File: src/tba_pkg.sv
`timescale 1ns / 1ps
`default_nettype none
// ----------------------------------------------------------------------------
// tba_pkg: shared types and constants of the time bucket aggregator
// widths, aggregate codes, register indexes and divider handshake structs
// ----------------------------------------------------------------------------
package tba_pkg;

  localparam int TIME_WIDTH      = 48;
  localparam int VALUE_WIDTH     = 32;
  localparam int QUALITY_WIDTH   = 8;
  localparam int RESULT_WIDTH    = 64;
  localparam int COUNT_WIDTH     = 32;
  localparam int MODE_WIDTH      = 3;
  localparam int INTERVAL_WIDTH  = 48;
  localparam int CFG_INDEX_WIDTH = 1;
  localparam int CFG_DATA_WIDTH  = 48;
  localparam int FRAC_BITS       = 16;

  // divisor must hold either the bucket interval or the item count
  localparam int DIV_WIDTH      = (TIME_WIDTH > COUNT_WIDTH) ? TIME_WIDTH : COUNT_WIDTH;
  localparam int DIV_STEP_WIDTH = $clog2(RESULT_WIDTH);

  typedef logic [MODE_WIDTH-1:0] mode_t;

  localparam mode_t MODE_TOTAL   = mode_t'(0);
  localparam mode_t MODE_AVERAGE = mode_t'(1);
  localparam mode_t MODE_COUNT   = mode_t'(2);
  localparam mode_t MODE_MINIMUM = mode_t'(3);
  localparam mode_t MODE_MAXIMUM = mode_t'(4);
  localparam mode_t MODE_FIRST   = mode_t'(5);
  localparam mode_t MODE_LAST    = mode_t'(6);

  typedef logic [CFG_INDEX_WIDTH-1:0] cfg_index_t;

  localparam cfg_index_t REG_AGGREGATE_MODE  = cfg_index_t'(0);
  localparam cfg_index_t REG_BUCKET_INTERVAL = cfg_index_t'(1);

  localparam logic [INTERVAL_WIDTH-1:0] INTERVAL_RESET = INTERVAL_WIDTH'(1000);

  localparam logic signed [VALUE_WIDTH-1:0] VALUE_MAX = {1'b0, {(VALUE_WIDTH-1){1'b1}}};
  localparam logic signed [VALUE_WIDTH-1:0] VALUE_MIN = {1'b1, {(VALUE_WIDTH-1){1'b0}}};

  localparam logic signed [RESULT_WIDTH-1:0] RESULT_MAX = {1'b0, {(RESULT_WIDTH-1){1'b1}}};
  localparam logic signed [RESULT_WIDTH-1:0] RESULT_MIN = {1'b1, {(RESULT_WIDTH-1){1'b0}}};

  localparam logic [COUNT_WIDTH-1:0] COUNT_MAX = {COUNT_WIDTH{1'b1}};

  typedef struct packed {
    logic                    start;
    logic [RESULT_WIDTH-1:0] dividend;
    logic [DIV_WIDTH-1:0]    divisor;
  } div_req_t;

  typedef struct packed {
    logic                    done;
    logic [RESULT_WIDTH-1:0] quotient;
    logic [DIV_WIDTH-1:0]    remainder;
  } div_rsp_t;

endpackage
`default_nettype wire

File: src/tba_sample_if.sv
`timescale 1ns / 1ps
`default_nettype none
// ----------------------------------------------------------------------------
// tba_sample_if: sample channel
// valid/ready channel carrying one time-stamped sample per beat
// ----------------------------------------------------------------------------
interface tba_sample_if import tba_pkg::*; ();

  logic                            valid;
  logic                            ready;
  logic [TIME_WIDTH-1:0]           sample_time;
  logic signed [VALUE_WIDTH-1:0]   sample_value;
  logic                            value_valid;
  logic [QUALITY_WIDTH-1:0]        sample_quality;
  logic                            range_last;

  modport source (
    output valid, sample_time, sample_value, value_valid, sample_quality, range_last,
    input  ready
  );

  modport sink (
    input  valid, sample_time, sample_value, value_valid, sample_quality, range_last,
    output ready
  );

endinterface
`default_nettype wire

File: src/tba_result_if.sv
`timescale 1ns / 1ps
`default_nettype none
// ----------------------------------------------------------------------------
// tba_result_if: bucket result channel
// valid/ready channel carrying one bucket aggregate per beat
// ----------------------------------------------------------------------------
interface tba_result_if import tba_pkg::*; ();

  logic                             valid;
  logic                             ready;
  logic [TIME_WIDTH-1:0]            bucket_start;
  logic signed [RESULT_WIDTH-1:0]   result_value;
  logic [QUALITY_WIDTH-1:0]         result_quality;
  logic                             result_last;

  modport source (
    output valid, bucket_start, result_value, result_quality, result_last,
    input  ready
  );

  modport sink (
    input  valid, bucket_start, result_value, result_quality, result_last,
    output ready
  );

endinterface
`default_nettype wire

File: src/tba_div.sv
`timescale 1ns / 1ps
`default_nettype none
// ----------------------------------------------------------------------------
// tba_div: iterative unsigned divider
// restoring division, one quotient bit per cycle, shared for the bucket
// modulo and the bucket average
// ----------------------------------------------------------------------------
module tba_div import tba_pkg::*; (
  input  wire logic     clk,
  input  wire logic     rst,
  input  wire div_req_t req,
  output div_rsp_t      rsp
);

  logic                      busy;
  logic                      done;
  logic [DIV_STEP_WIDTH-1:0] step;
  logic [DIV_WIDTH-1:0]      rem;
  logic [RESULT_WIDTH-1:0]   dq;
  logic [DIV_WIDTH-1:0]      dvs;

  logic [DIV_WIDTH:0] trial;
  logic [DIV_WIDTH:0] diff;
  logic               qbit;

  assign trial = {rem, dq[RESULT_WIDTH-1]};
  assign diff  = trial - {1'b0, dvs};
  assign qbit  = (trial >= {1'b0, dvs});

  always_ff @(posedge clk) begin
    if (rst) begin
      busy <= 1'b0;
      done <= 1'b0;
      step <= '0;
    end else begin
      done <= 1'b0;
      if (req.start && !busy) begin
        busy <= 1'b1;
        step <= '0;
      end else if (busy) begin
        step <= step + 1'b1;
        if (step == DIV_STEP_WIDTH'(RESULT_WIDTH-1)) begin
          busy <= 1'b0;
          done <= 1'b1;
        end
      end
    end
  end

  // datapath, no reset needed
  always_ff @(posedge clk) begin
    if (req.start && !busy) begin
      rem <= '0;
      dq  <= req.dividend;
      dvs <= req.divisor;
    end else if (busy) begin
      rem <= qbit ? diff[DIV_WIDTH-1:0] : trial[DIV_WIDTH-1:0];
      dq  <= {dq[RESULT_WIDTH-2:0], qbit};
    end
  end

  assign rsp.done      = done;
  assign rsp.quotient  = dq;
  assign rsp.remainder = rem;

endmodule
`default_nettype wire

File: src/time_bucket_aggregator.sv
`timescale 1ns / 1ps
`default_nettype none
// ----------------------------------------------------------------------------
// time_bucket_aggregator: time-interval aggregation over aligned buckets
// groups time-sorted Q16.16 samples into epoch-aligned buckets and reports
// one Q47.16 aggregate (total, average, count, min, max, first, last) each
// ----------------------------------------------------------------------------
// Samples are taken one at a time. Each sample's bucket start (time minus
// time mod interval) comes from a 64-step restoring divider, or is the sample
// time itself when the interval is zero, and a new sample is only taken once
// the block is done with the last one, including loading any result it forms.
// In average mode the same divider forms sum / count before a result is
// loaded. The divider is the only long-latency unit. Results sit in an output
// register, so the block goes back to taking samples while the last result
// waits; it only stalls when a new result is ready and the previous one has
// not yet been taken. Configuration (aggregate mode, bucket interval) is
// written through a plain write port and must only change while the block is
// idle; the mode is applied when a result is formed and when a minimum or
// maximum is updated.
// ----------------------------------------------------------------------------
module time_bucket_aggregator import tba_pkg::*; (
  input  wire logic                       clk,
  input  wire logic                       rst,
  input  wire logic                       cfg_we,
  input  wire logic [CFG_INDEX_WIDTH-1:0] cfg_index,
  input  wire logic [CFG_DATA_WIDTH-1:0]  cfg_data,
  tba_sample_if.sink                      samples,
  tba_result_if.source                    results
);

  typedef enum logic [2:0] {
    ST_IDLE,    // waiting for a sample beat
    ST_MOD,     // divider computing time mod interval
    ST_CHECK,   // compare bucket start with the open bucket
    ST_PREP,    // kick the divider for an average, if needed
    ST_AVG,     // divider computing sum / count
    ST_EMIT,    // load the output register
    ST_UPDATE   // fold the sample into the bucket
  } state_t;

  state_t state;

  // configuration registers
  mode_t                     aggregate_mode;
  logic [INTERVAL_WIDTH-1:0] bucket_interval;
  logic [TIME_WIDTH-1:0]     interval;

  // captured sample
  logic [TIME_WIDTH-1:0]         s_time;
  logic signed [VALUE_WIDTH-1:0] s_value;
  logic                          s_valid;
  logic [QUALITY_WIDTH-1:0]      s_quality;
  logic                          s_last;
  logic [TIME_WIDTH-1:0]         s_start;

  // open bucket state
  logic                           bucket_open;
  logic [TIME_WIDTH-1:0]          open_start;
  logic signed [RESULT_WIDTH-1:0] running_sum;
  logic [COUNT_WIDTH-1:0]         item_count;
  logic signed [VALUE_WIDTH-1:0]  extreme_value;
  logic [QUALITY_WIDTH-1:0]       extreme_quality;
  logic                           extreme_seen;
  logic signed [VALUE_WIDTH-1:0]  first_value;
  logic [QUALITY_WIDTH-1:0]       first_quality;
  logic signed [VALUE_WIDTH-1:0]  latest_value;
  logic [QUALITY_WIDTH-1:0]       latest_quality;

  // result staging
  logic                           emit_last;
  logic signed [RESULT_WIDTH-1:0] avg_value;

  // output register
  logic                           out_valid;
  logic [TIME_WIDTH-1:0]          out_start;
  logic signed [RESULT_WIDTH-1:0] out_value;
  logic [QUALITY_WIDTH-1:0]       out_quality;
  logic                           out_last;

  logic in_accept;
  logic out_free;

  div_req_t div_req;
  div_rsp_t div_rsp;

  assign interval  = TIME_WIDTH'(bucket_interval);
  assign in_accept = samples.valid && samples.ready;
  assign out_free  = !out_valid || results.ready;

  assign samples.ready          = (state == ST_IDLE);
  assign results.valid          = out_valid;
  assign results.bucket_start   = out_start;
  assign results.result_value   = out_value;
  assign results.result_quality = out_quality;
  assign results.result_last    = out_last;

  // configuration write port
  always_ff @(posedge clk) begin
    if (rst) begin
      aggregate_mode  <= MODE_TOTAL;
      bucket_interval <= INTERVAL_RESET;
    end else if (cfg_we) begin
      case (cfg_index)
        REG_AGGREGATE_MODE:  aggregate_mode  <= MODE_WIDTH'(cfg_data);
        REG_BUCKET_INTERVAL: bucket_interval <= INTERVAL_WIDTH'(cfg_data);
        default: ;
      endcase
    end
  end

  // ---- shared divider ----

  // magnitude of the sum for a truncate-toward-zero average
  logic                    sum_neg;
  logic [RESULT_WIDTH-1:0] sum_mag;
  logic [DIV_WIDTH-1:0]    count_divisor;

  assign sum_neg       = running_sum[RESULT_WIDTH-1];
  assign sum_mag       = sum_neg ? (~running_sum + 1'b1) : running_sum;
  assign count_divisor = (item_count != '0) ? DIV_WIDTH'(item_count) : DIV_WIDTH'(1);

  always_comb begin
    div_req.start    = 1'b0;
    div_req.dividend = RESULT_WIDTH'(samples.sample_time);
    div_req.divisor  = DIV_WIDTH'(interval);
    case (state)
      ST_IDLE: begin
        // a zero interval puts each sample in a bucket at its own time
        div_req.start = in_accept && (interval != '0);
      end
      ST_PREP: begin
        div_req.start    = (aggregate_mode == MODE_AVERAGE);
        div_req.dividend = sum_mag;
        div_req.divisor  = count_divisor;
      end
      default: ;
    endcase
  end

  tba_div u_div (
    .clk (clk),
    .rst (rst),
    .req (div_req),
    .rsp (div_rsp)
  );

  // ---- bucket update ----

  logic                           opening;
  logic signed [VALUE_WIDTH-1:0]  ext_cur;
  logic                           seen_cur;
  logic signed [RESULT_WIDTH-1:0] sum_cur;
  logic [COUNT_WIDTH-1:0]         count_cur;
  logic signed [RESULT_WIDTH:0]   sum_wide;
  logic signed [RESULT_WIDTH-1:0] sum_next;
  logic [COUNT_WIDTH-1:0]         count_next;
  logic                           take_extreme;

  assign opening   = !bucket_open;
  assign ext_cur   = opening ? ((aggregate_mode == MODE_MAXIMUM) ? VALUE_MIN : VALUE_MAX)
                             : extreme_value;
  assign seen_cur  = opening ? 1'b0 : extreme_seen;
  assign sum_cur   = opening ? '0 : running_sum;
  assign count_cur = opening ? '0 : item_count;

  // saturating add: top two bits disagree on overflow
  assign sum_wide = (RESULT_WIDTH+1)'(sum_cur) + (RESULT_WIDTH+1)'(s_value);
  always_comb begin
    if (sum_wide[RESULT_WIDTH] != sum_wide[RESULT_WIDTH-1]) begin
      sum_next = sum_wide[RESULT_WIDTH] ? RESULT_MIN : RESULT_MAX;
    end else begin
      sum_next = sum_wide[RESULT_WIDTH-1:0];
    end
  end

  assign count_next = (count_cur != COUNT_MAX) ? count_cur + 1'b1 : count_cur;

  // strict compare, so the earliest sample at the extreme keeps its quality
  always_comb begin
    if (aggregate_mode == MODE_MAXIMUM) begin
      take_extreme = (s_value > ext_cur) || (!seen_cur && (s_value == ext_cur));
    end else begin
      take_extreme = (s_value < ext_cur) || (!seen_cur && (s_value == ext_cur));
    end
  end

  // ---- result selection ----

  logic signed [RESULT_WIDTH-1:0] emit_value;
  logic [QUALITY_WIDTH-1:0]       emit_quality;

  always_comb begin
    emit_value   = '0;
    emit_quality = '0;
    case (aggregate_mode)
      MODE_TOTAL:   emit_value = running_sum;
      MODE_AVERAGE: emit_value = avg_value;
      MODE_COUNT:   emit_value = RESULT_WIDTH'(item_count) << FRAC_BITS;
      MODE_MINIMUM, MODE_MAXIMUM: begin
        emit_value   = RESULT_WIDTH'(extreme_value);
        emit_quality = extreme_seen ? extreme_quality : '0;
      end
      MODE_FIRST: begin
        emit_value   = RESULT_WIDTH'(first_value);
        emit_quality = first_quality;
      end
      MODE_LAST: begin
        emit_value   = RESULT_WIDTH'(latest_value);
        emit_quality = latest_quality;
      end
      default: ;
    endcase
  end

  // ---- sequencer ----

  always_ff @(posedge clk) begin
    if (rst) begin
      state       <= ST_IDLE;
      bucket_open <= 1'b0;
      out_valid   <= 1'b0;
      emit_last   <= 1'b0;
    end else begin
      if (results.ready) begin
        out_valid <= 1'b0;
      end
      case (state)
        ST_IDLE: begin
          if (in_accept) begin
            s_time    <= samples.sample_time;
            s_value   <= samples.sample_value;
            s_valid   <= samples.value_valid;
            s_quality <= samples.sample_quality;
            s_last    <= samples.range_last;
            s_start   <= samples.sample_time;
            state     <= (interval != '0) ? ST_MOD : ST_CHECK;
          end
        end
        ST_MOD: begin
          if (div_rsp.done) begin
            s_start <= s_time - TIME_WIDTH'(div_rsp.remainder);
            state   <= ST_CHECK;
          end
        end
        ST_CHECK: begin
          // a new bucket start closes the open bucket first
          if (bucket_open && (s_start != open_start)) begin
            emit_last <= 1'b0;
            state     <= ST_PREP;
          end else begin
            state <= ST_UPDATE;
          end
        end
        ST_PREP: begin
          state <= (aggregate_mode == MODE_AVERAGE) ? ST_AVG : ST_EMIT;
        end
        ST_AVG: begin
          if (div_rsp.done) begin
            avg_value <= sum_neg ? (~div_rsp.quotient + 1'b1) : div_rsp.quotient;
            state     <= ST_EMIT;
          end
        end
        ST_EMIT: begin
          if (out_free) begin
            out_valid   <= 1'b1;
            out_start   <= open_start;
            out_value   <= emit_value;
            out_quality <= emit_quality;
            out_last    <= emit_last;
            bucket_open <= 1'b0;
            state       <= emit_last ? ST_IDLE : ST_UPDATE;
          end
        end
        ST_UPDATE: begin
          bucket_open    <= 1'b1;
          latest_value   <= s_value;
          latest_quality <= s_quality;
          item_count     <= count_next;
          if (opening) begin
            open_start    <= s_start;
            first_value   <= s_value;
            first_quality <= s_quality;
          end
          if (s_valid) begin
            running_sum  <= sum_next;
            extreme_seen <= 1'b1;
            if (take_extreme) begin
              extreme_value   <= s_value;
              extreme_quality <= s_quality;
            end else begin
              extreme_value   <= ext_cur;
              extreme_quality <= opening ? '0 : extreme_quality;
            end
          end else begin
            running_sum     <= sum_cur;
            extreme_seen    <= seen_cur;
            extreme_value   <= ext_cur;
            extreme_quality <= opening ? '0 : extreme_quality;
          end
          // range end flushes the bucket just updated
          if (s_last) begin
            emit_last <= 1'b1;
            state     <= ST_PREP;
          end else begin
            state <= ST_IDLE;
          end
        end
        default: state <= ST_IDLE;
      endcase
    end
  end

  // ---- checks ----

  // the divider only finishes while the sequencer waits on it
  assert property (@(posedge clk) disable iff (rst)
    div_rsp.done |-> (state == ST_MOD || state == ST_AVG))
    else $error("divider finished outside a wait state");

  // an open bucket always holds at least one sample
  assert property (@(posedge clk) disable iff (rst)
    bucket_open |-> (item_count != '0))
    else $error("open bucket with zero count");

  // a flush result shows up flagged as the range end
  assert property (@(posedge clk) disable iff (rst)
    (state == ST_EMIT && out_free && emit_last) |=> (results.valid && results.result_last))
    else $error("range flush not presented as last");

  // an accepted sample goes straight to bucket start work
  assert property (@(posedge clk) disable iff (rst)
    in_accept |=> (state == ST_MOD || state == ST_CHECK))
    else $error("sample beat not followed by bucket start work");

endmodule
`default_nettype wire

File: src/flat_wrapper.sv
// flat-port wrapper written by rule: the top's interface ports become plain ports
module time_bucket_aggregator_flat import tba_pkg::*;
  (clk, rst, cfg_we, cfg_index, cfg_data, samples_valid, samples_sample_time, samples_sample_value, samples_value_valid, samples_sample_quality, samples_range_last, samples_ready, results_valid, results_bucket_start, results_result_value, results_result_quality, results_result_last, results_ready);
  tba_sample_if samples_i ();
  tba_result_if results_i ();
  input  wire logic clk;
  input  wire logic rst;
  input  wire logic cfg_we;
  input  wire logic [CFG_INDEX_WIDTH-1:0] cfg_index;
  input  wire logic [CFG_DATA_WIDTH-1:0] cfg_data;
  input wire logic [$bits(samples_i.valid)-1:0] samples_valid;
  input wire logic [$bits(samples_i.sample_time)-1:0] samples_sample_time;
  input wire logic [$bits(samples_i.sample_value)-1:0] samples_sample_value;
  input wire logic [$bits(samples_i.value_valid)-1:0] samples_value_valid;
  input wire logic [$bits(samples_i.sample_quality)-1:0] samples_sample_quality;
  input wire logic [$bits(samples_i.range_last)-1:0] samples_range_last;
  output wire logic [$bits(samples_i.ready)-1:0] samples_ready;
  output wire logic [$bits(results_i.valid)-1:0] results_valid;
  output wire logic [$bits(results_i.bucket_start)-1:0] results_bucket_start;
  output wire logic [$bits(results_i.result_value)-1:0] results_result_value;
  output wire logic [$bits(results_i.result_quality)-1:0] results_result_quality;
  output wire logic [$bits(results_i.result_last)-1:0] results_result_last;
  input wire logic [$bits(results_i.ready)-1:0] results_ready;
  assign samples_i.valid = samples_valid;
  assign samples_i.sample_time = samples_sample_time;
  assign samples_i.sample_value = samples_sample_value;
  assign samples_i.value_valid = samples_value_valid;
  assign samples_i.sample_quality = samples_sample_quality;
  assign samples_i.range_last = samples_range_last;
  assign samples_ready = samples_i.ready;
  assign results_valid = results_i.valid;
  assign results_bucket_start = results_i.bucket_start;
  assign results_result_value = results_i.result_value;
  assign results_result_quality = results_i.result_quality;
  assign results_result_last = results_i.result_last;
  assign results_i.ready = results_ready;
  time_bucket_aggregator u_core (.clk(clk), .rst(rst), .cfg_we(cfg_we), .cfg_index(cfg_index), .cfg_data(cfg_data), .samples(samples_i), .results(results_i));
endmodule
File: config.mk
export PLATFORM = sky130hd
export DESIGN_NAME = time_bucket_aggregator_flat
export DESIGN_NICKNAME = d
export VERILOG_FILES = /design/src/tba_pkg.sv /design/src/tba_sample_if.sv /design/src/tba_result_if.sv /design/src/tba_div.sv /design/src/time_bucket_aggregator.sv /design/src/flat_wrapper.sv
export SDC_FILE = /design/constraint.sdc
export NUM_CORES = 2
export LEC_CHECK = 0
export ABC_AREA = 1
export BUFFER_PORTS_ARGS = -buffer_cell sky130_fd_sc_hd__buf_2
export CORE_MARGIN = 2
export CORE_UTILIZATION = 33
export DETAILED_ROUTE_END_ITERATION = 10
export PLACE_DENSITY = 0.59
export SLEW_MARGIN = 20
export SYNTH_ARGS = -nofsm -noshare
export SYNTH_HDL_FRONTEND = slang
export SYNTH_SLANG_ARGS = --single-unit
File: constraint.sdc
create_clock -name clk -period 19.8 [get_ports clk]
set_input_delay 4.95 -clock clk [delete_from_list [all_inputs] [get_ports clk]]
set_output_delay 4.95 -clock clk [all_outputs]
set_load 0.005 [all_outputs]
=== Yosys cells after proc, flatten, opt, wreduce, memory -nomap -nowiden ===
Index checks and enable logic that the tools add are counted.

* Register bits after elaboration: 813
* Output and inout port bits: 123

* Multiplexer cells: 51
* Reduce and logical (&&, ||, !) cells: 33
* Order comparisons: 3
* Add/subtract/negate cells: 7
* Equality and inequality tests: 23
* Bitwise operators: 6

{| class="wikitable"
|+ Operators by type and width
! operator !! number
|-
| two-way mux 64 bit || 8
|-
| one-hot mux 64 bit (6 select lines) || 1
|-
| two-way mux 32 bit || 7
|-
| two-way mux 48 bit || 3
|-
| adder 64 x 1 -> 64 bit, second input constant || 2
|-
| inverter 64 bit || 2
|-
| two-way mux 112 bit || 1
|-
| one-hot mux 48 bit (2 select lines) || 1
|-
| subtractor 48 bit || 2
|-
| adder 64 x 32 -> 65 bit || 1
|-
| >= comparator 49 x 48 -> 1 bit || 1
|-
| inequality test 48 bit || 1
|-
| nonzero test 48 bit || 1
|-
| adder 32 x 1 -> 32 bit, second input constant || 1
|-
| == test 32 bit || 1
|-
| > comparator 32 bit || 1
|-
| < comparator 32 bit || 1
|-
| two-way mux 8 bit || 4
|-
| inequality test 32 bit, second input constant || 1
|-
| nonzero test 32 bit || 1
|-
| one-hot mux 8 bit (3 select lines) || 1
|-
| one-hot mux 3 bit (7 select lines) || 1
|-
| == test 3 bit, second input constant || 6
|-
| two-way mux 3 bit || 6
|-
| 21 further kinds || 68
|}

=== Longest topological paths before layout ===
* Depth after elaboration: 9
* Depth in mapped cells: 26
* Gate-level depth less buffers: 23

=== Cells and area by module ===
Synthesis repeated with hierarchy kept, for this count alone.

* Cells, all modules: 6806
* Area, all modules: 51899.8 sq um

{| class="wikitable"
|+ Modules (own cells, without submodules)
! module !! times used !! cells each !! area an instance (sq um)
|-
| time_bucket_aggregator || 1 || 5148 || 40666.5
|-
| tba_div || 1 || 1658 || 11233.3
|}

=== Worst setup path after synthesis ===
No wires, ideal clock.

* Path kind: input to register
* Start point: in rst
* End point: reg u_core.first_quality[0], enable pin
* Buffers on the path: 0
* Required time: 19.266 ns
* Path slack: 2.558 ns
* Cell stages on the path: 3
* Data arrival time: 16.708 ns
* Cell sequence: nor2_1 > inv_1 > nor2_1

* Cells in the longest elaborated chain, start to end: 2

{| class="wikitable"
|+ Ends and longest elaborated chain
! what !! RTL line !! source
|-
| from (decl) || flat_wrapper.sv:7 || <nowiki>input wire logic rst;</nowiki>
|-
| inverter 1 bit (no line) || -- ||
|-
| AND reduction 3 bit (no line) || -- ||
|-
| to (signal assigned) || time_bucket_aggregator.sv:282 || <nowiki>first_quality <= s_quality;</nowiki>
|-
| to (decl) || time_bucket_aggregator.sv:65 || <nowiki>logic [QUALITY_WIDTH-1:0] first_quality;</nowiki>
|}

No other way between the ends.
A chain may end at the register's enable or synchronous reset.

=== Worst setup path after layout ===
* Start point: in samples_valid
* End point: reg u_core.u_div.dq[56] (data pin)

* Cells in the longest elaborated chain, start to end: 5

{| class="wikitable"
|+ Ends and longest elaborated chain
! what !! RTL line !! source
|-
| from (decl) || flat_wrapper.sv:11 || <nowiki>input wire logic [$bits(samples_i.valid)-1:0] samples_valid;</nowiki>
|-
| logical AND 1 bit || time_bucket_aggregator.sv:87 || <nowiki>assign in_accept = samples.valid && samples.ready;</nowiki>
|-
| logical AND 1 bit || time_bucket_aggregator.sv:129 || <nowiki>div_req.start = in_accept && (interval != '0);</nowiki>
|-
| one-hot mux 1 bit (2 select lines) || time_bucket_aggregator.sv:126 || <nowiki>case (state)</nowiki>
|-
| logical AND 1 bit || tba_div.sv:52 || <nowiki>if (req.start && !busy) begin</nowiki>
|-
| two-way mux 64 bit || tba_div.sv:52 ||
|-
| to (signal assigned) || tba_div.sv:54 || <nowiki>dq <= req.dividend;</nowiki>
|-
| to (signal assigned) || tba_div.sv:58 || <nowiki>dq <= {dq[RESULT_WIDTH-2:0], qbit};</nowiki>
|-
| to (decl) || tba_div.sv:19 || <nowiki>logic [RESULT_WIDTH-1:0] dq;</nowiki>
|}

No other way between the ends.

==> results.md <==
Status
- finished clean — run status

Logic synthesis
- sky130_fd_sc_hd__edfxtp_1 — most used flip-flop cell after synthesis
- 813 — number of storage elements in the synthesis netlist
- 0 — YS warnings
- 4.51% — post-synthesis xor/xnor area fraction
- sky130_fd_sc_hd__edfxtp_1 41%, sky130_fd_sc_hd__nand2_1 13%, sky130_fd_sc_hd__inv_1 6.5% — main area contributors after synthesis
- sky130_fd_sc_hd__edfxtp_1 — largest area contributor in the synthesized netlist
- 11.3% — post-synthesis compound-gate area fraction
- 0% — async set or reset register ratio after synthesis
- 41.4% — portion of synthesized cell area occupied by the leading cell type
- 6,795 — synthesized netlist net count
- 0% — mux cell area share after synthesis
- 700 — number of flops mapped to enable cells by yosys
- 60 — synth unique cells
- simple AND/OR/NAND/NOR gates — dominant combinational cell family by area after synthesis
- 4.93% — area share of fa/ha/maj cells after synthesis
- 0.0507 mm^2 — Synth Cell Area
- 45.9% — proportion of synthesized chip area in sequential cells
- 7.86 um^2 — syn avg cell area
- 6,453 — Gate Count Post-Synth
- 25.2% — Synth Area in Simple Gates

Floorplanning
- 33.3% — initial cell density of the core
- 396 um — height of the die
- 143 — floorplan row count
- 0.152 mm^2 — core box area
- 267 — ports placed on the boundary
- 0.157 mm^2 — total die area
- 396 um — width of the die

Flow run
- 0 — count of maximum capacitance violations

Power and ir drop
- 0.0746 mV — maximum resistive drop on vdd
- 113 mW/mm^2 — pwr/cell area
- 24.0 nW — standby leakage power

Worst setup path
- sky130_fd_sc_hd__nand2_1 — library cell appearing most often on the critical path
- primary input — nature of the critical path startpoint
- 86 — top fanout value on the critical path
- sky130_fd_sc_hd__buf_4 — cell with the largest stage delay on the worst path
- 20,230 ps — Critical Path RT
- buf_2 -> nand2_1 -> inv_1 -> nand2_1 -> nand2_1 -> nand2_2 -> buf_4 -> clkinv_2 -> buf_6 -> nand2_1 -> o21ai_0 — chain of cells forming the critical path
- 7570 ps — worst endpoint data arrival time
- flop — type of element capturing the critical path
- primary input to flop — worst setup path category
- 570 ps — largest incremental delay on the critical path

STA
- 0 — Slew Limit Fails
- 37.8 ps — Worst Clk Skew
- 0 — Setup Viol. Count Final
- 0 — total count of hold-check failures in the final report
- 30.2% — remaining max-slew budget at the tightest pin
- 7140 ps — final worst path period need
- 36.1% — post-route clock period utilization
- 0 ps — setup TNS after final layout
- 1050 ps — Least-Margin Pin Slew
- 447 ps — worst hold margin
- 140 MHz — fmax
- false — setup repair after global routing missed its margin

Global routing
- 0 — total grt overflow
- 10 — number of antenna violations at the first check in global routing
- 154 — largest net degree at the start of global routing
- 23.9% — total routing usage reported by global routing
- 43,400 — number of global-route vias before repair
- 280 mm — wire length of the first global-routing pass

Routing
- 192 mm — post-detailed-routing wire length
- 0 — number of routed nets with antenna violations
- 9 — detailed-routing iteration count for the pre-antenna-repair pass
- 0 — DRC Markers
- 5.17 — drt via density
- 4,478 — Initial DRC Count
- 21.9 um — per-cell routed wire length
- 45,400 — via count

Placed design
- 266 — number of I/O port buffers
- 148 mm — hpwl dp
- 0.982 — Routability Congestion

Clocking
- 0 — buffers inserted during post-CTS setup optimization
- 3 — H-tree lvl count
- built — TritonCTS clock tree
- 813 — number of clock sinks
- 94 — clock buffer count from CTS
- 730 ps — Clk Latency, worst-skew pair
- 3 — maximum buffer depth of the clock tree
- 0 — # hold bufs at CTS
- sky130_fd_sc_hd__clkbuf_16 — root buf cell
- 0 — Resize count post-CTS
- 60 ps — clock-pin slew on the worst setup and hold paths

Layout
- 1,726 x sky130_fd_sc_hd__nand2_1, 872 x sky130_fd_sc_hd__inv_1, 712 x sky130_fd_sc_hd__nor2_1 — highest-count cells in the layout ignoring fill and taps
- sky130_fd_sc_hd__nand2_1 — most common library cell in the layout ignoring fill and taps
- 13.2% — post-synthesis to final-layout area growth
- 7.85% — layout cell share with drive strength beyond 1
- 7,016 — net total in the final layout

Worst hold path
- flop to flop — Hold Path Class

==> per-stage QoR <==
stage	instances	area (um^2)	setup slack (ps)	power [mW]	utilization, %
finish	8782	57400	12660	6.50	37.7
global route	8780	57400	12370	6.88	37.7
CTS	8780	57400	12410	6.52	37.7
detailed placement	8608	54200	11690	4.69	35.6
global placement	8608	54200	11820	4.68	35.6
floorplan	6453	50700	2560	3.93	-
==> path summary, 6_finish.rpt <==
kind / start / to / slack [ps] / cells past startpoint
min reg2reg: u_core.s_start[35] / u_core.open_start[35] / 450 / 0
min: u_core.s_start[35] / u_core.open_start[35] / 450 / 0
max reg2reg: u_core.bucket_open / u_core.extreme_value[16] / 13840 / 16
max: samples_valid / u_core.u_div.dq[56] / 12660 / 11
==> metal layers <==
| metal | wire length (um) | share of wire [%] | track usage, % |
|---|---|---|---|
| met1 | 80000 | 42 | 30.7 |
| met2 | 90500 | 47 | 40.0 |
| met3 | 13000 | 6.8 | 3.35 |
| met4 | 8420 | 4.4 | 10.1 |
| met5 | 74 | 0.039 | 0 |
==> area by class of cell <==
type,instances,area (um^2)
fill,15800,94900
multi-input combinational,4577,23400
sequential,813,23300
inverter,881,3310
clock buffer,131,2670
tap,2030,2540
timing repair buffer,307,1670
clock inverter,41,520
antenna,2,5.00
==> cell families (layout without fill, tap and decap cells) <==
family,after synthesis,after routing
simple gates,3096,3096
flops,813,813
compound gates,1022,1022
fa+ha+maj,198,198
xor+xnor,261,261
buf+inv,1063,1360
other cells,0,2
==> worst max-delay path, delay by kind of cell <==
kind	cells	cell delay, ps
buf+inv	5	1410
simple gates	5	970
compound gates	1	160
==> sequential cells by signal, indices dropped and copies added (netlist names), 48 cells and up <==
register                     flops
u_core.u_div.rem                48
u_core.bucket_interval          48
u_core.running_sum              64
u_core.s_time                   48
u_core.avg_value                64
u_core.open_start               48
u_core.s_start                  48
u_core.u_div.dvs                48
u_core.results.result_value     64
u_core.u_div.dq                 64
u_core.results.bucket_start     48
==> synth_stat cells (4+ instances only) <==
| library cell | number |
|---|---|
| sky130_fd_sc_hd__nand2_1 | 1729 |
| sky130_fd_sc_hd__buf_6 | 11 |
| sky130_fd_sc_hd__a21oi_1 | 382 |
| sky130_fd_sc_hd__o2111ai_1 | 26 |
| sky130_fd_sc_hd__buf_2 | 18 |
| sky130_fd_sc_hd__buf_1 | 25 |
| sky130_fd_sc_hd__nand2_2 | 9 |
| sky130_fd_sc_hd__o21ai_1 | 28 |
| sky130_fd_sc_hd__a221oi_1 | 11 |
| sky130_fd_sc_hd__nor3_1 | 98 |
| sky130_fd_sc_hd__a22o_1 | 12 |
| sky130_fd_sc_hd__a21boi_0 | 5 |
| sky130_fd_sc_hd__o21bai_1 | 40 |
| sky130_fd_sc_hd__inv_1 | 874 |
| sky130_fd_sc_hd__clkinv_1 | 4 |
| sky130_fd_sc_hd__nor2_2 | 9 |
| sky130_fd_sc_hd__clkbuf_1 | 118 |
| sky130_fd_sc_hd__nand3_1 | 337 |
| sky130_fd_sc_hd__nor4_1 | 35 |
| sky130_fd_sc_hd__o21a_1 | 7 |
| sky130_fd_sc_hd__o21ai_0 | 380 |
| sky130_fd_sc_hd__nor2_1 | 717 |
| sky130_fd_sc_hd__a22oi_1 | 10 |
| sky130_fd_sc_hd__buf_4 | 8 |
| sky130_fd_sc_hd__nor3_2 | 8 |
| sky130_fd_sc_hd__nand4_1 | 108 |
| sky130_fd_sc_hd__or2_2 | 22 |
| sky130_fd_sc_hd__ha_1 | 195 |
| sky130_fd_sc_hd__a31oi_1 | 29 |
| sky130_fd_sc_hd__edfxtp_1 | 700 |
| sky130_fd_sc_hd__a21o_1 | 9 |
| sky130_fd_sc_hd__xor2_1 | 169 |
| sky130_fd_sc_hd__dfxtp_1 | 113 |
| sky130_fd_sc_hd__xnor2_1 | 92 |
| sky130_fd_sc_hd__o211ai_1 | 61 |
| sky130_fd_sc_hd__o31ai_1 | 5 |
| sky130_fd_sc_hd__nand3_2 | 4 |
==> power breakdown <==
group          total (mW)  switching (mW)  internal, mW
combinational        2.26            1.58         0.679
sequential           2.43           0.220          2.21
clock                1.81           0.748          1.06
total                6.50            2.55          3.95
Note: power is estimated with default switching activity, not from simulation.
